$ cat src/rtl/slc_pkg.sv
`timescale 1ns / 1ps

package slc_pkg;

    // counter width, any value from 8 to 64
    localparam int COUNT_WIDTH = 32;
    localparam int REPORT_WIDTH = 32;
    localparam int EXT_WIDTH = (COUNT_WIDTH > REPORT_WIDTH) ? COUNT_WIDTH : REPORT_WIDTH + 1;

    typedef logic [COUNT_WIDTH-1:0] t_count;
    typedef logic [2:0] t_line_class;

    // line class codes
    localparam t_line_class LC_EMPTY      = 3'd0;
    localparam t_line_class LC_CODE       = 3'd1;
    localparam t_line_class LC_SLASH      = 3'd2;
    localparam t_line_class LC_SINGLE     = 3'd3;
    localparam t_line_class LC_BLOCK      = 3'd4;
    localparam t_line_class LC_BLOCK_STAR = 3'd5;
    localparam t_line_class LC_BLOCK_DONE = 3'd6;

    // input action codes
    localparam logic ACT_BYTE   = 1'b0;
    localparam logic ACT_REPORT = 1'b1;

    // character codes
    localparam logic [7:0] CH_NL     = 8'd10;
    localparam logic [7:0] CH_SPACE  = 8'd32;
    localparam logic [7:0] CH_STAR   = 8'd42;
    localparam logic [7:0] CH_SLASH  = 8'd47;
    localparam logic [7:0] CH_LBRACE = 8'd123;
    localparam logic [7:0] CH_RBRACE = 8'd125;

    // saturating increment
    function automatic t_count sat_inc(input t_count v);
        if (v == '1) begin
            return v;
        end
        return v + t_count'(1);
    endfunction

    // clip a count to the reported width
    function automatic logic [REPORT_WIDTH-1:0] clip_report(input t_count v);
        logic [EXT_WIDTH-1:0] e;
        e = EXT_WIDTH'(v);
        if (e > EXT_WIDTH'({REPORT_WIDTH{1'b1}})) begin
            return '1;
        end
        return e[REPORT_WIDTH-1:0];
    endfunction

endpackage

$ cat src/rtl/source_line_classifier_top.sv
`timescale 1ns / 1ps
// a report moves from the input register to the result register, waiting while a
//   full result is stalled; throughput: one word per cycle, bytes and reports alike,
//   unless a report waits; the line state and counter update after the input register sets it
// reset: synchronous, active low; clears the line state, all four counts and
//   both valid flags

module source_line_classifier_top
    import slc_pkg::*;
(
    input  logic        i_clk,
    input  logic        i_rst_n,
    input  logic        i_in_valid,
    output logic        o_in_stall,
    input  logic        i_action,
    input  logic [7:0]  i_char_code,
    output logic        o_out_valid,
    input  logic        i_out_stall,
    output logic [31:0] o_code_lines,
    output logic [31:0] o_cmt_lines,
    output logic [31:0] o_blank_lines,
    output logic [31:0] o_line_total
);

    logic        r_in_valid;
    logic        r_in_action;
    logic [7:0]  r_in_char;
    t_line_class r_class, n_class;
    t_count      r_code, n_code;
    t_count      r_comment, n_comment;
    t_count      r_empty, n_empty;
    t_count      r_total, n_total;
    logic        r_out_valid;
    logic [31:0] r_code_lines, r_cmt_lines, r_blank_lines, r_line_total;
    logic        advance;
    logic        in_accept;
    logic        report_go;

    // the held word moves on unless it is a report blocked by a full result
    assign advance   = (r_in_action == ACT_BYTE) || !r_out_valid || !i_out_stall;
    assign o_in_stall = r_in_valid && !advance;
    assign in_accept = i_in_valid && !o_in_stall;
    assign report_go = r_in_valid && (r_in_action == ACT_REPORT) && advance;

    // input register
    always_ff @(posedge i_clk) begin
        if (!i_rst_n) begin
            r_in_valid <= 1'b0;
        end else begin
            r_in_valid <= in_accept || (r_in_valid && !advance);
        end
    end

    always_ff @(posedge i_clk) begin
        if (in_accept) begin
            r_in_action <= i_action;
            r_in_char   <= i_char_code;
        end
    end

    // line state and counter update
    always_comb begin
        n_class   = r_class;
        n_code    = r_code;
        n_comment = r_comment;
        n_empty   = r_empty;
        n_total   = r_total;
        if (r_in_valid && r_in_action == ACT_REPORT) begin
            n_class   = LC_EMPTY;
            n_code    = '0;
            n_comment = '0;
            n_empty   = '0;
            n_total   = '0;
        end else if (r_in_valid && r_in_char == CH_NL) begin
            // end of line
            n_total = sat_inc(r_total);
            unique case (r_class)
                LC_CODE: begin
                    n_code  = sat_inc(r_code);
                    n_class = LC_EMPTY;
                end
                LC_SINGLE, LC_BLOCK_DONE: begin
                    n_comment = sat_inc(r_comment);
                    n_class   = LC_EMPTY;
                end
                LC_BLOCK: begin
                    n_comment = sat_inc(r_comment);
                end
                LC_BLOCK_STAR: begin
                    n_comment = sat_inc(r_comment);
                    n_class   = LC_BLOCK;
                end
                LC_SLASH: begin
                    n_class = LC_SLASH;
                end
                default: begin
                    n_empty = sat_inc(r_empty);
                    n_class = LC_EMPTY;
                end
            endcase
        end else if (r_in_valid) begin
            // ordinary text byte
            unique case (r_class)
                LC_SLASH: begin
                    if (r_in_char == CH_SLASH) begin
                        n_class = LC_SINGLE;
                    end else if (r_in_char == CH_STAR) begin
                        n_class = LC_BLOCK;
                    end else begin
                        n_class = LC_CODE;
                    end
                end
                LC_BLOCK: begin
                    if (r_in_char == CH_STAR) begin
                        n_class = LC_BLOCK_STAR;
                    end
                end
                LC_BLOCK_STAR: begin
                    n_class = (r_in_char == CH_SLASH) ? LC_BLOCK_DONE : LC_BLOCK;
                end
                LC_CODE, LC_SINGLE, LC_BLOCK_DONE: begin
                    n_class = r_class;
                end
                default: begin
                    if (r_in_char == CH_SPACE || r_in_char == CH_LBRACE ||
                        r_in_char == CH_RBRACE) begin
                        n_class = LC_EMPTY;
                    end else if (r_in_char == CH_SLASH) begin
                        n_class = LC_SLASH;
                    end else begin
                        n_class = LC_CODE;
                    end
                end
            endcase
        end
    end

    // state registers, held while a report waits
    always_ff @(posedge i_clk) begin
        if (!i_rst_n) begin
            r_class   <= LC_EMPTY;
            r_code    <= '0;
            r_comment <= '0;
            r_empty   <= '0;
            r_total   <= '0;
        end else if (advance) begin
            r_class   <= n_class;
            r_code    <= n_code;
            r_comment <= n_comment;
            r_empty   <= n_empty;
            r_total   <= n_total;
        end
    end

    // result register
    always_ff @(posedge i_clk) begin
        if (!i_rst_n) begin
            r_out_valid <= 1'b0;
        end else if (report_go) begin
            r_out_valid <= 1'b1;
        end else if (!i_out_stall) begin
            r_out_valid <= 1'b0;
        end
    end

    always_ff @(posedge i_clk) begin
        if (report_go) begin
            r_code_lines  <= clip_report(r_code);
            r_cmt_lines   <= clip_report(r_comment);
            r_blank_lines <= clip_report(r_empty);
            r_line_total  <= clip_report(r_total);
        end
    end

    assign o_out_valid   = r_out_valid;
    assign o_code_lines  = r_code_lines;
    assign o_cmt_lines   = r_cmt_lines;
    assign o_blank_lines = r_blank_lines;
    assign o_line_total  = r_line_total;

endmodule

$ cat config.mk
export PLATFORM = sky130hd
export DESIGN_NAME = source_line_classifier_top
export DESIGN_NICKNAME = d
export VERILOG_FILES = /design/src/rtl/slc_pkg.sv /design/src/rtl/source_line_classifier_top.sv
export SDC_FILE = /design/constraint.sdc
export NUM_CORES = 1
export LEC_CHECK = 0
export ABC_AREA = 1
export BUFFER_PORTS_ARGS = -buffer_cell sky130_fd_sc_hd__buf_4
export CORE_ASPECT_RATIO = 0.75
export CORE_MARGIN = 4
export CORE_UTILIZATION = 50
export DETAILED_ROUTE_END_ITERATION = 10
export GPL_TIMING_DRIVEN = 0
export PLACE_DENSITY_LB_ADDON = 0.3
export SKIP_LAST_GASP = 1
export SYNTH_ARGS = -nofsm -noshare
export SYNTH_HDL_FRONTEND = slang
export SYNTH_SLANG_ARGS = --single-unit
$ cat constraint.sdc
create_clock -name i_clk -period 7.3 [get_ports i_clk]
set_input_delay 0.73 -clock i_clk [delete_from_list [all_inputs] [get_ports i_clk]]
set_output_delay 0.73 -clock i_clk [all_outputs]
set_load 0.02 [all_outputs]
==> results.sh <==
export IMPL_status="finished clean"
export IMPL_drv_cap=0
export IMPL_ioPinCount=143
export IMPL_regArea_mm2=0.00678
export IMPL_die_area_mm2=0.0297
export IMPL_clk_latency_ps=540
export IMPL_worst_slack_ps=4160
export IMPL_place_congestion=0.970
export IMPL_drt_wirelength_per_cell_um=15.7
export IMPL_dpl_hpwl_um=28000
export IMPL_drtAntennaViolNets=0
export IMPL_clock_skew_ps=11.1
export IMPL_utilization_pct=60.9
export IMPL_max_freq_ghz=0.319
export IMPL_grt_pass1_vias=11200
export IMPL_synth_area_mm2=0.0135
export IMPL_firstDrtPassIters=6
export IMPL_p_total_mw=3.22
export IMPL_grt_pass1_wl_um=59500
export IMPL_cts_root_buf="clkbuf_16"
export IMPL_critPathArrivalTime_ps=2410
export IMPL_worstMarginPinSlew_ps=877
export IMPL_rows=51
export IMPL_avgSynthCellArea_um2=7.38
export IMPL_seqPwrFrac_pct=50.1
export IMPL_worstPathRequired_ps=6570
export IMPL_numCtsBuffers=26
export IMPL_core_mm2=0.0263
export IMPL_synth_nets=1846
export IMPL_rsz0062_at_grt="no"
export IMPL_cts_path_max_buffers=3
export IMPL_drc=0
export IMPL_period_needed_ps=3140
export IMPL_multi_input_area_mm2=0.00598
export IMPL_clock_sinks=270
export IMPL_path_clk_slew_ps=70
export IMPL_stdcell_area_mm2=0.0160
export IMPL_cts_htree_levels=1
export IMPL_synth_seq_cells=270
export IMPL_grt_max_degree=33
export IMPL_reg2reg_from="r_in_action$_DFFE_PP_"
export IMPL_worstPathMaxFanout=10
export IMPL_end_kind="output port"
export IMPL_fill_cells=2398
export IMPL_hp_class="primary input to register"
export IMPL_timing_hold_ws_ps=363
export IMPL_grt_ovfl_total=0
export IMPL_crit_top_cell="buf_4"
export IMPL_die_h_um=150
export IMPL_cts_resized=0
export IMPL_clkPwrFrac_pct=45.4
export IMPL_yosys_warnings=0
export IMPL_area_growth_pct=18.7
export IMPL_p_per_area_mw_per_mm2=201
export IMPL_cts_tree="yes"
export IMPL_cts_hold_buf=0
export IMPL_p_sw_mw=0.693
export IMPL_synth_seq_area_share_pct=50.2
export IMPL_synthCells=1829
export IMPL_drive_gt1_share_pct=11.9
export IMPL_post_cts_buffers=0
export IMPL_drt_initial_drc_count=975
export IMPL_start_util_pct=51.3
export IMPL_slew_headroom_pct=41.3
export IMPL_pre_cts_ws_ps=4600
export IMPL_die_w_um=198
export IMPL_final_cell_mix="675 x nand2_1, 377 x nor2_1, 149 x buf_4, 137 x edfxtp_1, 133 x dfxtp_1"
export IMPL_cp_num_buf_inv=3
export IMPL_setup_violations=0
export IMPL_synth_distinct_cells=34
export IMPL_critPathKind="register to output port"
export IMPL_p_leak_nw=5.82
export IMPL_critPathTopFamily="buffers and inverters"
export IMPL_antenna_found_initial=0
export IMPL_layout_nets=2019
export IMPL_routed_wl_um=37300
export IMPL_slowest_delay_ps=500
export IMPL_switching_share_pct=21.5
export IMPL_portBuffers=141
export IMPL_vias_per_cell=5.22
export IMPL_irDropWorstVdd_v=0.000217
export IMPL_fin_crit_sh_pct=43.0
export IMPL_p_comb_share_pct=4.5
export IMPL_placed_cell_area_mm2=0.0151
export IMPL_hold_viol=0
export IMPL_cp_start_kind="register"
export IMPL_vias=12400
export IMPL_track_usage_pct=24.7
export IMPL_intPower_mw=2.53
export IMPL_slew_violations=0
export IMPL_worst_path_max_delay_cell="clkbuf_1"
export IMPL_cp_cell_sequence="nand2_4 > buf_4 > clkbuf_1 > nor2_1 > buf_4"
export IMPL_final_common_cell="nand2_1"
export IMPL_hp_start="i_char_code[3]"
export IMPL_startpoint="r_in_action$_DFFE_PP_"
state kept, by name, indices dropped and copies added (netlist names):
register	flops
o_blank_lines	32
o_cmt_lines	32
o_code_lines	32
o_line_total	32
r_code	32
r_comment	32
r_empty	32
r_total	32
r_in_char	8
r_class	3
o_out_valid	1
r_in_action	1
r_in_valid	1
synthesized netlist by cell type, drive strengths merged:
cell	count	area share, %
o21bai	2	0.11
ha	4	0.37
buf	25	1.3
nand3b	2	0.11
nor4	1	0.046
a21oi	112	4.2
xor2	8	0.52
o211ai	1	0.056
o21ai	4	0.26
nor3	7	0.26
nand4	24	1.1
clkbuf	24	0.67
dfxtp	133	20
clkinv	1	0.028
nand3	114	4.7
o22ai	1	0.046
xnor2	26	1.7
nand2	681	19
nor2	389	11
edfxtp	137	30
nor3b	7	0.39
inv	126	3.5
power groups by stage:
stage	logic (mW)	clock network, mW	registers, mW
3_5_place_dp	0.143	0	1.65
3_3_place_gp	0.135	0	1.65
4_1_cts	0.143	1.49	1.61
5_1_grt	0.156	1.56	1.61
6_report	0.144	1.46	1.61
2_1_floorplan	0.0750	0	1.66
routing by layer:
metal	part of all wire [%]	global-route usage, %	vias to the layer above
met5	0	0	-
met4	2.1	5.75	0
met3	7.9	4.61	53
met2	42	37.1	453
met1	48	37.4	5658
li1	-	-	6196
final cells by class:
cell class / instances / share of cell area [%]
Antenna cell: 1 / 0.0156
Clock buffer: 34 / 4.57
Buffer: 49 / 1.66
Inverter: 127 / 2.98
Clock inverter: 14 / 1.27
Multi-Input combinational cell: 1383 / 37.3
Tap cell: 344 / 2.69
Sequential cell: 270 / 42.3
Timing Repair Buffer: 145 / 7.16
per-stage QoR:
step                      setup TNS (ps)  instances
after floorplan                        0       1829
after global placement             -2740       2314
after detailed placement               0       2318
after CTS                              0       2366
after global routing                   0       2366
final                                  0       2367
kinds of logic (layout without fill, tap and decap cells):
group	Yosys count	count (layout)	synth area share, %
DFF	270	270	50.2
other	0	1	0
AOI/OAI and AO/OA	120	120	4.71
and+or+nand+nor	1225	1225	37.0
adders and majority gates	4	4	0.371
xor gates and xnor gates	34	34	2.21
buffers and inverters	176	369	5.51
path summary, 6_finish.rpt:
path / to / slack, ps / cells after the start
worst max-delay path: o_in_stall / 4160 / 5
worst min-delay path: r_in_char[3]$_DFFE_PP_ / 360 / 1
worst max register to register: r_in_char[2]$_DFFE_PP_ / 4560 / 5
worst min register to register: o_line_total[1]$_DFFE_PP_ / 520 / 0
(Power assumes the default switching activity.)
